[src/rtl/mdec_pkg.sv]
// ----------------------------------------------------------------------------
// mdec_pkg
// Shared types and codes for the instruction decoder: opcodes, function
// codes, instruction identities, format classes and the decoded result.
// ----------------------------------------------------------------------------
package mdec_pkg;

   // Instruction word layout.
   localparam int unsigned WORD_W   = 32;
   localparam int unsigned OP_W     = 6;
   localparam int unsigned REG_W    = 5;
   localparam int unsigned IMM_W    = 16;
   localparam int unsigned TARGET_W = 26;
   localparam int unsigned OP_LSB   = 26;

   // Primary opcodes.
   typedef enum logic [OP_W-1:0] {
      OP_SPECIAL = 6'd0,
      OP_J       = 6'd2,
      OP_JAL     = 6'd3,
      OP_BEQ     = 6'd4,
      OP_BNE     = 6'd5,
      OP_BGTZ    = 6'd7,
      OP_ADDI    = 6'd8,
      OP_ADDIU   = 6'd9,
      OP_SLTI    = 6'd10,
      OP_ANDI    = 6'd12,
      OP_ORI     = 6'd13,
      OP_NORI    = 6'd14,
      OP_LUI     = 6'd15,
      OP_LB      = 6'd32,
      OP_LH      = 6'd33,
      OP_LW      = 6'd35,
      OP_LBU     = 6'd36,
      OP_LHU     = 6'd37,
      OP_SB      = 6'd40,
      OP_SH      = 6'd41,
      OP_SW      = 6'd43,
      OP_HALT    = 6'd63
   } opcode_type;

   // Function codes under the special opcode.
   typedef enum logic [OP_W-1:0] {
      FN_SLL  = 6'd0,
      FN_SRL  = 6'd2,
      FN_SRA  = 6'd3,
      FN_JR   = 6'd8,
      FN_ADD  = 6'd32,
      FN_ADDU = 6'd33,
      FN_SUB  = 6'd34,
      FN_AND  = 6'd36,
      FN_OR   = 6'd37,
      FN_XOR  = 6'd38,
      FN_NOR  = 6'd39,
      FN_NAND = 6'd40,
      FN_SLT  = 6'd42
   } funct_type;

   // Instruction identities.
   typedef enum logic [5:0] {
      ID_ADD   = 6'd0,
      ID_ADDU  = 6'd1,
      ID_SUB   = 6'd2,
      ID_AND   = 6'd3,
      ID_OR    = 6'd4,
      ID_XOR   = 6'd5,
      ID_NOR   = 6'd6,
      ID_NAND  = 6'd7,
      ID_SLT   = 6'd8,
      ID_SLL   = 6'd9,
      ID_SRL   = 6'd10,
      ID_SRA   = 6'd11,
      ID_JR    = 6'd12,
      ID_ADDI  = 6'd13,
      ID_ADDIU = 6'd14,
      ID_LW    = 6'd15,
      ID_LH    = 6'd16,
      ID_LHU   = 6'd17,
      ID_LB    = 6'd18,
      ID_LBU   = 6'd19,
      ID_SW    = 6'd20,
      ID_SH    = 6'd21,
      ID_SB    = 6'd22,
      ID_LUI   = 6'd23,
      ID_ANDI  = 6'd24,
      ID_ORI   = 6'd25,
      ID_NORI  = 6'd26,
      ID_SLTI  = 6'd27,
      ID_BEQ   = 6'd28,
      ID_BNE   = 6'd29,
      ID_BGTZ  = 6'd30,
      ID_J     = 6'd31,
      ID_JAL   = 6'd32,
      ID_HALT  = 6'd33
   } inst_id_type;

   // Format classes.
   typedef enum logic [2:0] {
      FMT_R     = 3'd0,
      FMT_SHIFT = 3'd1,
      FMT_JR    = 3'd2,
      FMT_I     = 3'd3,
      FMT_LUI   = 3'd4,
      FMT_BGTZ  = 3'd5,
      FMT_J     = 3'd6,
      FMT_HALT  = 3'd7
   } format_type;

   // One decoded instruction.
   typedef struct packed {
      inst_id_type           inst_id;
      logic                  known;
      format_type            format_class;
      logic [REG_W-1:0]      src_reg;
      logic [REG_W-1:0]      tgt_reg;
      logic [REG_W-1:0]      dst_reg;
      logic [REG_W-1:0]      shift_amount;
      logic [WORD_W-1:0]     imm_value;
      logic [TARGET_W-1:0]   jump_target;
      logic                  halt;
   } decode_type;

endpackage

[src/rtl/mdec_req_if.sv]
// ----------------------------------------------------------------------------
// mdec_req_if
// Instruction channel: one raw instruction word per transfer.
// ----------------------------------------------------------------------------
interface mdec_req_if
   import mdec_pkg::*;
   ();

   logic              valid;
   logic              ready;
   logic [WORD_W-1:0] instr_word;

   modport source (output valid, output instr_word, input ready);
   modport sink   (input valid, input instr_word, output ready);

endinterface

[src/rtl/mdec_rsp_if.sv]
// ----------------------------------------------------------------------------
// mdec_rsp_if
// Result channel: one decoded instruction per transfer.
// ----------------------------------------------------------------------------
interface mdec_rsp_if
   import mdec_pkg::*;
   ();

   logic                valid;
   logic                ready;
   logic [5:0]          inst_id;
   logic                known;
   logic [2:0]          format_class;
   logic [REG_W-1:0]    src_reg;
   logic [REG_W-1:0]    tgt_reg;
   logic [REG_W-1:0]    dst_reg;
   logic [REG_W-1:0]    shift_amount;
   logic [WORD_W-1:0]   imm_value;
   logic [TARGET_W-1:0] jump_target;
   logic                halt;

   modport source (
      output valid, output inst_id, output known, output format_class,
      output src_reg, output tgt_reg, output dst_reg, output shift_amount,
      output imm_value, output jump_target, output halt, input ready
   );
   modport sink (
      input valid, input inst_id, input known, input format_class,
      input src_reg, input tgt_reg, input dst_reg, input shift_amount,
      input imm_value, input jump_target, input halt, output ready
   );

endinterface

[src/rtl/mips_subset_instruction_decoder_top.sv]
// ----------------------------------------------------------------------------
// mips_subset_instruction_decoder_top
// Instruction decoder for a MIPS-like subset with registered input and
// registered result.
// ----------------------------------------------------------------------------
// The decoder takes one instruction per cycle while the result port keeps
// up, and returns one result per instruction, in order. The word is captured
// in the input register, the decode logic feeds the result register whenever
// that register is free, and the result is offered on the result port from
// the result register. Throughput is one instruction per clock while the result
// port accepts, set by the combinational decode that lies between the two
// register stages of the pipeline; each register stage moves
// on whenever the stage after it is empty or is being emptied, so a stalled
// result port holds at most two instructions inside the block before the
// instruction port deasserts ready. Unlisted opcodes or function codes give
// known low with identity and format class zero; register, shift, immediate
// and target fields are always taken from the word. The block keeps no state
// beyond its pipeline.
// ----------------------------------------------------------------------------
module mips_subset_instruction_decoder_top
   import mdec_pkg::*;
(
   input  logic          clock,
   input  logic          reset,
   mdec_req_if.sink      req_in,
   mdec_rsp_if.source    rsp_out
);

   logic              in_valid_ff;
   logic              in_valid_in;
   logic [WORD_W-1:0] in_word_ff;
   logic              out_valid_ff;
   logic              out_valid_in;
   decode_type        out_result_ff;
   decode_type        decoded;
   logic              out_free;
   logic              in_free;

   // A stage can take a new entry when it is empty or its entry leaves now.
   assign out_free     = !out_valid_ff || rsp_out.ready;
   assign in_free      = !in_valid_ff || out_free;
   assign req_in.ready = in_free;

   assign in_valid_in  = req_in.valid || (in_valid_ff && !out_free);
   assign out_valid_in = in_valid_ff || (out_valid_ff && !rsp_out.ready);

   // Input register.
   always_ff @(posedge clock) begin
      if (reset) begin
         in_valid_ff <= 1'b0;
      end else if (in_free) begin
         in_valid_ff <= in_valid_in;
      end
   end

   always_ff @(posedge clock) begin
      if (in_free && req_in.valid) begin
         in_word_ff <= req_in.instr_word;
      end
   end

   // Decode logic between the two registers.
   mdec_decode u_decode (
      .instr_word (in_word_ff),
      .decoded    (decoded)
   );

   // Result register.
   always_ff @(posedge clock) begin
      if (reset) begin
         out_valid_ff <= 1'b0;
      end else begin
         out_valid_ff <= out_valid_in;
      end
   end

   always_ff @(posedge clock) begin
      if (out_free && in_valid_ff) begin
         out_result_ff <= decoded;
      end
   end

   // Result port.
   assign rsp_out.valid        = out_valid_ff;
   assign rsp_out.inst_id      = out_result_ff.inst_id;
   assign rsp_out.known        = out_result_ff.known;
   assign rsp_out.format_class = out_result_ff.format_class;
   assign rsp_out.src_reg      = out_result_ff.src_reg;
   assign rsp_out.tgt_reg      = out_result_ff.tgt_reg;
   assign rsp_out.dst_reg      = out_result_ff.dst_reg;
   assign rsp_out.shift_amount = out_result_ff.shift_amount;
   assign rsp_out.imm_value    = out_result_ff.imm_value;
   assign rsp_out.jump_target  = out_result_ff.jump_target;
   assign rsp_out.halt         = out_result_ff.halt;

endmodule

[src/rtl/mdec_decode.sv]
// ----------------------------------------------------------------------------
// mdec_decode
// Combinational decode of one instruction word into identity, format class
// and extracted fields.
// ----------------------------------------------------------------------------
module mdec_decode
   import mdec_pkg::*;
(
   input  logic [WORD_W-1:0] instr_word,
   output decode_type        decoded
);

   opcode_type        opcode;
   funct_type         funct;
   logic [IMM_W-1:0]  imm_raw;
   logic              zero_ext;

   assign opcode  = opcode_type'(instr_word[WORD_W-1:OP_LSB]);
   assign funct   = funct_type'(instr_word[OP_W-1:0]);
   assign imm_raw = instr_word[IMM_W-1:0];

   // The logical immediates are zero-extended; everything else, lui too,
   // is sign-extended.
   assign zero_ext = (opcode == OP_ANDI) || (opcode == OP_ORI) || (opcode == OP_NORI);

   always_comb begin
      decoded              = '0;
      decoded.src_reg      = instr_word[25:21];
      decoded.tgt_reg      = instr_word[20:16];
      decoded.dst_reg      = instr_word[15:11];
      decoded.shift_amount = instr_word[10:6];
      decoded.imm_value    = {{(WORD_W-IMM_W){imm_raw[IMM_W-1] & ~zero_ext}}, imm_raw};
      decoded.jump_target  = instr_word[TARGET_W-1:0];
      decoded.halt         = (opcode == OP_HALT);
      decoded.inst_id      = ID_ADD;
      decoded.format_class = FMT_R;
      decoded.known        = 1'b1;

      // Identity and format class; unlisted codes clear known.
      unique case (opcode)
         OP_SPECIAL: begin
            unique case (funct)
               FN_ADD:  decoded.inst_id = ID_ADD;
               FN_ADDU: decoded.inst_id = ID_ADDU;
               FN_SUB:  decoded.inst_id = ID_SUB;
               FN_AND:  decoded.inst_id = ID_AND;
               FN_OR:   decoded.inst_id = ID_OR;
               FN_XOR:  decoded.inst_id = ID_XOR;
               FN_NOR:  decoded.inst_id = ID_NOR;
               FN_NAND: decoded.inst_id = ID_NAND;
               FN_SLT:  decoded.inst_id = ID_SLT;
               FN_SLL: begin
                  decoded.inst_id      = ID_SLL;
                  decoded.format_class = FMT_SHIFT;
               end
               FN_SRL: begin
                  decoded.inst_id      = ID_SRL;
                  decoded.format_class = FMT_SHIFT;
               end
               FN_SRA: begin
                  decoded.inst_id      = ID_SRA;
                  decoded.format_class = FMT_SHIFT;
               end
               FN_JR: begin
                  decoded.inst_id      = ID_JR;
                  decoded.format_class = FMT_JR;
               end
               default: decoded.known = 1'b0;
            endcase
         end
         OP_ADDI:  begin decoded.inst_id = ID_ADDI;  decoded.format_class = FMT_I; end
         OP_ADDIU: begin decoded.inst_id = ID_ADDIU; decoded.format_class = FMT_I; end
         OP_LW:    begin decoded.inst_id = ID_LW;    decoded.format_class = FMT_I; end
         OP_LH:    begin decoded.inst_id = ID_LH;    decoded.format_class = FMT_I; end
         OP_LHU:   begin decoded.inst_id = ID_LHU;   decoded.format_class = FMT_I; end
         OP_LB:    begin decoded.inst_id = ID_LB;    decoded.format_class = FMT_I; end
         OP_LBU:   begin decoded.inst_id = ID_LBU;   decoded.format_class = FMT_I; end
         OP_SW:    begin decoded.inst_id = ID_SW;    decoded.format_class = FMT_I; end
         OP_SH:    begin decoded.inst_id = ID_SH;    decoded.format_class = FMT_I; end
         OP_SB:    begin decoded.inst_id = ID_SB;    decoded.format_class = FMT_I; end
         OP_LUI:   begin decoded.inst_id = ID_LUI;   decoded.format_class = FMT_LUI; end
         OP_ANDI:  begin decoded.inst_id = ID_ANDI;  decoded.format_class = FMT_I; end
         OP_ORI:   begin decoded.inst_id = ID_ORI;   decoded.format_class = FMT_I; end
         OP_NORI:  begin decoded.inst_id = ID_NORI;  decoded.format_class = FMT_I; end
         OP_SLTI:  begin decoded.inst_id = ID_SLTI;  decoded.format_class = FMT_I; end
         OP_BEQ:   begin decoded.inst_id = ID_BEQ;   decoded.format_class = FMT_I; end
         OP_BNE:   begin decoded.inst_id = ID_BNE;   decoded.format_class = FMT_I; end
         OP_BGTZ:  begin decoded.inst_id = ID_BGTZ;  decoded.format_class = FMT_BGTZ; end
         OP_J:     begin decoded.inst_id = ID_J;     decoded.format_class = FMT_J; end
         OP_JAL:   begin decoded.inst_id = ID_JAL;   decoded.format_class = FMT_J; end
         OP_HALT:  begin decoded.inst_id = ID_HALT;  decoded.format_class = FMT_HALT; end
         default:  decoded.known = 1'b0;
      endcase
   end

endmodule
[src/flat_wrapper.sv]
// flat-port wrapper written by rule: the top's interface ports become plain ports
module mips_subset_instruction_decoder_top_flat import mdec_pkg::*;
  (clock, reset, req_in_valid, req_in_instr_word, req_in_ready, rsp_out_valid, rsp_out_inst_id, rsp_out_known, rsp_out_format_class, rsp_out_src_reg, rsp_out_tgt_reg, rsp_out_dst_reg, rsp_out_shift_amount, rsp_out_imm_value, rsp_out_jump_target, rsp_out_halt, rsp_out_ready);
  mdec_req_if req_in_i ();
  mdec_rsp_if rsp_out_i ();
  input  logic clock;
  input  logic reset;
  input wire logic [$bits(req_in_i.valid)-1:0] req_in_valid;
  input wire logic [$bits(req_in_i.instr_word)-1:0] req_in_instr_word;
  output wire logic [$bits(req_in_i.ready)-1:0] req_in_ready;
  output wire logic [$bits(rsp_out_i.valid)-1:0] rsp_out_valid;
  output wire logic [$bits(rsp_out_i.inst_id)-1:0] rsp_out_inst_id;
  output wire logic [$bits(rsp_out_i.known)-1:0] rsp_out_known;
  output wire logic [$bits(rsp_out_i.format_class)-1:0] rsp_out_format_class;
  output wire logic [$bits(rsp_out_i.src_reg)-1:0] rsp_out_src_reg;
  output wire logic [$bits(rsp_out_i.tgt_reg)-1:0] rsp_out_tgt_reg;
  output wire logic [$bits(rsp_out_i.dst_reg)-1:0] rsp_out_dst_reg;
  output wire logic [$bits(rsp_out_i.shift_amount)-1:0] rsp_out_shift_amount;
  output wire logic [$bits(rsp_out_i.imm_value)-1:0] rsp_out_imm_value;
  output wire logic [$bits(rsp_out_i.jump_target)-1:0] rsp_out_jump_target;
  output wire logic [$bits(rsp_out_i.halt)-1:0] rsp_out_halt;
  input wire logic [$bits(rsp_out_i.ready)-1:0] rsp_out_ready;
  assign req_in_i.valid = req_in_valid;
  assign req_in_i.instr_word = req_in_instr_word;
  assign req_in_ready = req_in_i.ready;
  assign rsp_out_valid = rsp_out_i.valid;
  assign rsp_out_inst_id = rsp_out_i.inst_id;
  assign rsp_out_known = rsp_out_i.known;
  assign rsp_out_format_class = rsp_out_i.format_class;
  assign rsp_out_src_reg = rsp_out_i.src_reg;
  assign rsp_out_tgt_reg = rsp_out_i.tgt_reg;
  assign rsp_out_dst_reg = rsp_out_i.dst_reg;
  assign rsp_out_shift_amount = rsp_out_i.shift_amount;
  assign rsp_out_imm_value = rsp_out_i.imm_value;
  assign rsp_out_jump_target = rsp_out_i.jump_target;
  assign rsp_out_halt = rsp_out_i.halt;
  assign rsp_out_i.ready = rsp_out_ready;
  mips_subset_instruction_decoder_top u_core (.clock(clock), .reset(reset), .req_in(req_in_i), .rsp_out(rsp_out_i));
endmodule
[config.mk]
export PLATFORM = sky130hd
export DESIGN_NAME = mips_subset_instruction_decoder_top_flat
export DESIGN_NICKNAME = d
export VERILOG_FILES = /design/src/rtl/mdec_pkg.sv /design/src/rtl/mdec_req_if.sv /design/src/rtl/mdec_rsp_if.sv /design/src/rtl/mips_subset_instruction_decoder_top.sv /design/src/rtl/mdec_decode.sv /design/src/flat_wrapper.sv
export SDC_FILE = /design/constraint.sdc
export NUM_CORES = 1
export LEC_CHECK = 0
export ABC_AREA = 1
export BUFFER_PORTS_ARGS = -buffer_cell sky130_fd_sc_hd__buf_2
export CORE_MARGIN = 4
export CORE_UTILIZATION = 50
export CTS_BUF_LIST = sky130_fd_sc_hd__clkbuf_4
export DETAILED_ROUTE_END_ITERATION = 10
export PLACE_DENSITY_LB_ADDON = 0.08
export SYNTH_ARGS = -nofsm -noshare
export SYNTH_HDL_FRONTEND = slang
export SYNTH_SLANG_ARGS = --single-unit
[constraint.sdc]
create_clock -name clock -period 4 [get_ports clock]
set_input_delay 0.8 -clock clock [delete_from_list [all_inputs] [get_ports clock]]
set_output_delay 0.8 -clock clock [all_outputs]
set_load 0.01 [all_outputs]
==> results.md <==
* Chain of cells forming the critical path: buf_2 -> inv_1 -> nand3_1 -> buf_2
* R2r setup slk at 2.21 ns
* Routed Antenna Nets at 0
* Layout cell share with drive strength beyond 1 at 0.419
* Top cell by count, worst path: buf_2
* Hold buffer count at CTS at 0
* GRT overflow at 0
* Vias in the first global route at 1,977
* Max Slew Vio Count at 0
* Ant diodes at 0
* Vias per inst at 4.71
* Max Cap Violations at 0
* Syn_area_per_cell at 11.2 µm²
* Fmax at 475 MHz
* FF-to-FF End: u_core.in_word_ff[14]
* Fin crit period at 2.11 ns
* Delay of the slowest critical-path stage at 0.17 ns
* Clk Latency, worst-skew pair at 0.41 ns
* HP Class: reg2reg
* Routed length on met2 at 2900 µm
* Fillers at 541
* Clock Sinks at 72
* Routed wl met3 at 483 µm
* Synth Area in XOR/XNOR at 0
* Syn_nets at 330
* Total GRT Usage at 0.153
* Total Power at 0.00150 W
* Post-CTS Setup Inserts at 0
* Pwr dens at 396 nW/µm²
* Worst Tran Pin Value at 0.799 ns
* Vias at 2,185
* CP endpoint: req_in_ready
* Final worst slack at 1.89 ns
* Core area at 6350 µm²
* Setup crit start: rsp_out_ready
* Worst vdd ir at 238 µV
* Chip Height at 89.1 µm
* Initial antenna violation count at 0
* Slew HR at 0.467
* Post-Route M1 WL at 2530 µm
* Worst slack, placed at 1.60 ns
* Synthesized area at 3290 µm²
* RSZ-0062 raised after global routing: false
* HPWL after DPL at 4620 µm
* Crit. End Element: output pin
* Worst Skew at 0.0152 ns
* Netlist cell types at 17
* Die width at 89.1 µm
* TNS Setup at 0 ns
* Largest net degree at the start of global routing at 39
* Fin. Hold Viols at 0
* Leak pwr at 1.82 nW
* Final setup violation count at 0
* Sequential-to-total area share from yosys stat at 0.652
* Total CTS buffers at 9
* CP required at 3.20 ns
* CP Max Fanout at 3
* CTS tree: yes
* Placed insts at 448
* Post-Synth Adder-Cell Area at 0
* IO Count at 127
* Post-Synth Simple-Gate Area at 0.181
* Fin util at 0.599
* Mux share of post-synthesis cell area at 0
* Clock tree root buffer cell: clkbuf_4
* IO Port Bufs at 126
* Post_cts resized at 0
* H-tree depth at 3
* Uppermost routed layer: met4
* First DRT Iteration DRCs at 73
* Post-synthesis compound-gate area fraction at 0.0145
* Final period util at 0.527
* Die Area at 7940 µm²
* Yosys warns at 0
* Fin nets at 418
* Total routed wirelength at 6020 µm
* Critical path type: in2out
* Layout area overhead at 15.6%
* Synth Instances at 294
* Fin cells at 464
* Largest family of logic cells by synthesized area: simple AND/OR/NAND/NOR gates
* Flops & latches, synth at 72
* Clk buf depth at 2
* DRC viols at 0
* Avg WL per Cell at 13.0 µm
* Critical Path Slowest Stage Cell: buf_2
* Critical path arrival at 1.31 ns
* R2r worst-path depth at 4
* Status: complete, no violations
* Crit start category: primary input
* # rows at 29
* Clk slew on worst S/H paths at 0.11 ns
* Initial Utilization at 0.518
* Drt first pass iters at 4
* First-pass GRT wire length at 9100 µm
* Routability cong. at 0.866
* Worst r2r src: u_core.rsp_out.valid
Yosys cell counts:
| master | number | area [µm²] |
|---|---|---|
| a21oi_1 | 6 | 30.0 |
| buf_4 | 51 | 383 |
| dfxtp_1 | 2 | 40.0 |
| edfxtp_1 | 70 | 2100 |
| inv_1 | 29 | 109 |
| inv_2 | 3 | 11.3 |
| nand2_1 | 52 | 195 |
| nand2_2 | 4 | 25.0 |
| nand3_1 | 30 | 150 |
| nand3b_1 | 1 | 7.51 |
| nand4_1 | 5 | 31.3 |
| nor2_1 | 26 | 97.6 |
| nor2_2 | 7 | 43.8 |
| nor2_4 | 3 | 33.8 |
| nor3_1 | 2 | 10.0 |
| o21ai_0 | 2 | 10.0 |
| o31ai_1 | 1 | 7.51 |
kinds of logic after synthesis:
kind of cell / count (synthesis)
flip-flops: 72
buffers and inverters: 83
AND/OR/NAND/NOR: 130
AO/OA/AOI/OAI: 9
layout make-up:
type | count | area [µm²] | share of cell area
clock buffer | 9 | 67.6 | 0.0178
clock inverter | 7 | 76.3 | 0.0201
inverter | 32 | 120 | 0.0316
multi-input combinational | 139 | 653 | 0.172
sequential | 72 | 2140 | 0.564
tap | 77 | 96.3 | 0.0253
timing repair buffer | 128 | 646 | 0.170
per-layer routing:
layer,up-vias,global-route usage
met5,-,0
met4,0,0.0771
met3,11,0.0350
met2,82,0.255
met1,986,0.187
li1,1106,-
worst min-delay path by stage:
stage	startpoint	endpoint	slack [ns]	depth (start not counted)
2_1_floorplan	u_core.in_word_ff[10]	u_core.rsp_out.jump_target[10]	0.40	0
3_3_place_gp	u_core.in_word_ff[21]	u_core.rsp_out.jump_target[21]	0.40	0
3_5_place_dp	u_core.in_word_ff[23]	u_core.rsp_out.jump_target[23]	0.41	0
4_1_cts	u_core.in_word_ff[18]	u_core.rsp_out.jump_target[18]	0.43	0
5_1_grt	u_core.in_word_ff[19]	u_core.rsp_out.jump_target[19]	0.44	0
6_report	u_core.in_word_ff[18]	u_core.rsp_out.jump_target[18]	0.43	0
state kept, by name, indices dropped and copies added (netlist names):
| register | flops |
|---|---|
| u_core.in_word_ff | 32 |
| u_core.rsp_out.jump_target | 26 |
| u_core.rsp_out.inst_id | 6 |
| u_core.rsp_out.format_class | 3 |
| u_core.in_valid_ff | 1 |
| u_core.rsp_out.halt | 1 |
| u_core.rsp_out.imm_value | 1 |
| u_core.rsp_out.known | 1 |
| u_core.rsp_out.valid | 1 |
stage by stage:
step	hold WS [ns]	area, µm²
final	0.428	3800
after global routing	0.443	3800
after CTS	0.430	3800
after detailed placement	0.406	3660
after global placement	0.401	3660
after floorplan	0.400	3290
layout by cell type, fill, tap and decap left out, drive strengths merged:
master | synthesis | routed
clkinv | 0 | 1
nand3 | 30 | 30
clkinvlp | 0 | 2
dfxtp | 2 | 2
o31ai | 1 | 1
inv | 32 | 35
clkbuf | 0 | 9
o21ai | 2 | 2
buf | 51 | 128
bufinv | 0 | 1
nor3 | 2 | 2
nand4 | 5 | 5
nand2 | 56 | 56
a21oi | 6 | 6
edfxtp | 70 | 70
nor2 | 36 | 36
nand3b | 1 | 1
power breakdown:
part | internal (W) | switching [W]
clock network | 0.000196 | 0.000262
logic | 0.0000568 | 0.0000934
registers | 0.000875 | 0.0000211
total | 0.00113 | 0.000376
critical path: cells and delay by family:
family	cells	cell delay (ns)
simple gates	1	0.13
buf+inv	3	0.38
Power figures use the tool's default switching activity.
